[config.mk]
export PLATFORM = sky130hd
export DESIGN_NAME = gaps_cmp
export DESIGN_NICKNAME = d
export VERILOG_FILES = /design/src/rtl/core/gaps_cmp.sv
export SDC_FILE = /design/constraint.sdc
export NUM_CORES = 1
export LEC_CHECK = 0
export BUFFER_PORTS_ARGS = -buffer_cell sky130_fd_sc_hd__buf_2
export CORE_MARGIN = 10
export CORE_UTILIZATION = 35
export DETAILED_ROUTE_END_ITERATION = 10
export PLACE_DENSITY = 0.74
export SYNTH_ARGS = -nofsm -noshare
export SYNTH_HDL_FRONTEND = slang
export SYNTH_SLANG_ARGS = --single-unit
[constraint.sdc]
create_clock -name vclk -period 2.9
set_input_delay 0.145 -clock vclk [all_inputs]
set_output_delay 0.145 -clock vclk [all_outputs]
set_load 0.01 [all_outputs]
[src/rtl/core/gaps_cmp.sv]
// open-set candidate compare: least f, then least h, then earliest stamp
`timescale 1ns / 1ps
module gaps_cmp #(
  parameter int FW = 17,
  parameter int HW = 11,
  parameter int SW = 11
) (
  input  logic          best_v,
  input  logic [FW-1:0] best_f,
  input  logic [HW-1:0] best_h,
  input  logic [SW-1:0] best_st,
  input  logic [FW-1:0] cand_f,
  input  logic [HW-1:0] cand_h,
  input  logic [SW-1:0] cand_st,
  output logic          take
);
  always_comb begin
    take = !best_v || (cand_f < best_f) ||
           ((cand_f == best_f) && ((cand_h < best_h) ||
           ((cand_h == best_h) && (cand_st < best_st))));
  end
endmodule

* After elaboration in Yosys (flattened, before gate mapping)
Index checks and enable logic that the tools add are counted.
** Operators by class
- Magnitude comparators :: 3
- Equal/unequal tests :: 2
- Reductions and logical operators :: 6
** Operator list (count)
- 11-bit less-than comparator :: 2
- 17-bit equality test :: 1
- 17-bit less-than comparator :: 1
- 11-bit equality test :: 1
- 1-bit logical OR :: 3
- 1-bit logical AND :: 2
- 1-bit logical NOT :: 1
** Storage, ports and cells
- Flip-flop bits (word level) :: 0
- Bits of input ports :: 79

* Logic depth before layout (Yosys ltp)
- Depth after elaboration :: 5
- Depth in mapped cells :: 7
- Depth with buffers taken out :: 7

* Worst setup path after synthesis
OpenSTA, ideal clock, no wires.
- Path type :: input to output
- From :: in best_f[4]
- To :: out take
- Arrival time :: 1.243 ns
- Data required time :: 2.755 ns
- Setup slack :: 1.512 ns
- Cell stages on the path :: 7
- Cells stage by stage :: inv_1 > ha_1 > a21oi_2 > o21ai_1 > a2111oi_2 > o22ai_1 > nand3_1
** On the way
- Longest elaborated chain between the ends :: 3
** Ends and longest elaborated chain
- from (decl) :: line 9 : input logic [FW-1:0] best_f,
- 17-bit less-than comparator / 17-bit equality test (equally long branches) :: line 18, 19
- 1-bit logical OR / 1-bit logical AND (equally long branches) :: line 18, 19
- 1-bit logical OR * :: line 18 : take = !best_v || (cand_f < best_f) ||
- to (decl) :: line 15 : output logic take
Every way passes the cells marked *; elsewhere a longest branch is shown, timed or not.

* Worst setup path in the final report
- From :: in best_f[15]
- To :: out take
The elaborated chain is that of the path after synthesis.

==> summary.md <==
| Metric | Value |
|---|---|
| Status | `completed` |
| Crit-path max FO | `4` |
| Post-CTS sizing | `0` |
| DRT Wirelength | `2770 µm` |
| WL/cell | `11.1 µm` |
| Max incr delay on CP | `0.31 ns` |
| Synth unique cells | `24` |
| LEAKAGE | `0.923 nW` |
| Nets | `337` |
| FP Rows | `19` |
| Total net switching power | `0.0741 mW` |
| Initial antenna violation count | `0` |
| Gp weighted congestion | `0.728` |
| Avg Vias per Cell | `4.65` |
| Area growth from synthesis to layout | `45.2%` |
| Register area | `0 µm²` |
| Most frequent cells in the layout | `buf_2 (80), inv_1 (40), ha_1 (38)` |
| DR pass1 iterations | `2` |
| Max IR drop VDD | `58.8 µV` |
| Die W | `72.7 µm` |
| Yosys warning total | `0` |
| Worst slew margin | `0.828` |
| CP Data Arrival Time | `1.49 ns` |
| Vias in the first global route | `1049` |
| Crit-path most repeated cell | `buf_2` |
| Core region area | `2710 µm²` |
| Iter 0 DRT Violations | `14` |
| Sequential cell count | `0` |
| GRT Residual Overflow | `0` |
| Unrepaired setup endpoints after global routing | `no` |
| Port Buf Inserts | `80` |
| GR Layer Usage met3 | `0.0463` |
| Pwr/cell area | `115 nW/µm²` |
| Combinational power share | `1.000` |
| Antenna cell count | `0` |
| Final Cycle Share | `0.564` |
| Antenna Violating Nets Remaining | `0` |
| Max-slew violations | `0` |
| Die Footprint | `5280 µm²` |
| Multi-input logic area | `821 µm²` |
| Mean post-synth cell area | `7.04 µm²` |
| Mapped cell area | `971 µm²` |
| Sw frac | `0.456` |
| Crit end category | `primary output` |
| Syn nets | `255` |
| M1 GR Usage | `0.107` |
| Met2 Usage GRT | `0.159` |
| Commonest non-fill, non-tap cell in the layout | `buf_2` |
| Seq/Total Area, Yosys | `0` |
| Worst hold slack | `0.707 ns` |
| Cell Chain, Critical Path | `buf_2, inv_1, ha_1, nand4_1, nor3_2, and3_1, o2111ai_1, nand3_1, buf_2` |
| Busiest grt layer | `met2` |
| Max cap viols | `0` |
| Non-Filler Instances | `249` |
| Final setup viols | `0` |
| First-pass GRT wire length | `4350 µm` |
| Clk network pwr share | `0` |
| Clock buf count | `0` |
| Hold Buf Count CTS | `0` |
| Fin. Hold Viols | `0` |
| Placed Instances | `249` |
| Fill count | `298` |
| Via count | `1157` |
| WP buf/inv | `3` |
| Post-Syn Instances | `138` |
| Initial Util | `0.358` |
| Setup tns final | `0 ns` |
| Setup bufs post-CTS | `0` |
| Crit path required time | `2.76 ns` |
| Largest net degree at the start of global routing | `5` |
| Die Height | `72.7 µm` |
| Flop pwr share | `0` |
| Share of layout cells above drive strength 1 | `0.385` |
| Pin slew with the least headroom to its limit | `0.257 ns` |
| Int Power | `0.0884 mW` |
| Setup crit start kind | `input port` |
| Total GRT Usage | `0.0926` |
| Crit-path slowest cell | `ha_1` |
| DR DRC count | `0` |
| Worst Setup Path Type | `input port to primary output` |
| Hold Crit Class | `input port to primary output` |
| I/O Pins | `80` |
| Fmax | `611 MHz` |
| Period minus WS final | `1.64 ns` |
| DP HPWL | `2750 µm` |
| CP top delay family | `simple AND/OR/NAND/NOR gates` |
-- per-layer routing --
layer | vias up | wire (µm)
met5 | - | 0
met3 | 0 | 392
met4 | 0 | 0
li1 | 637 | -
met1 | 473 | 1120
met2 | 47 | 1260
-- area by class of cell --
cell class | count | share of cell area
multi-input cells | 98 | 0.582
repair buffers | 80 | 0.284
inverters | 40 | 0.106
well taps | 31 | 0.0275
-- path summary, 6_finish.rpt --
path / start / to / depth (start not counted)
max: best_f[15] / take / 9
min: best_v / take / 5
-- metrics by stage --
stage	utilization	worst slack, ns	power, mW	instance area (µm²)
2_1_floorplan	-	1.51	0.0923	971
3_3_place_gp	0.520	1.27	0.162	1410
3_5_place_dp	0.520	1.25	0.165	1410
4_1_cts	0.520	1.25	0.166	1410
5_1_grt	0.520	1.17	0.191	1410
6_report	0.520	1.26	0.162	1410
-- Yosys cell counts, types with 2 or more instances --
library cell	n	area, µm²
inv_1	40	150
ha_1	38	475
a21oi_1	13	65.1
nand2_1	10	37.5
nand4_1	6	37.5
o21ai_0	5	25.0
nor2_1	4	15.0
a211oi_1	3	22.5
nand3_1	3	15.0
nor2b_1	2	12.5
-- kinds of logic (layout without fill, tap and decap cells) --
| family | Yosys count | after routing | share of synthesized area |
|---|---|---|---|
| buffers and inverters | 40 | 120 | 0.155 |
| adder cells (fa/ha/maj) | 38 | 38 | 0.490 |
| AND/OR/NAND/NOR | 31 | 31 | 0.170 |
| AO/OA/AOI/OAI | 29 | 29 | 0.186 |
-- power by group through the flow --
stage	Sequential, mW	Combinational [mW]	Clock, mW
after floorplan	0	0.0923	0
after global placement	0	0.162	0
after detailed placement	0	0.165	0
after CTS	0	0.166	0
after global routing	0	0.191	0
final	0	0.162	0
(Power assumes the default switching activity.)
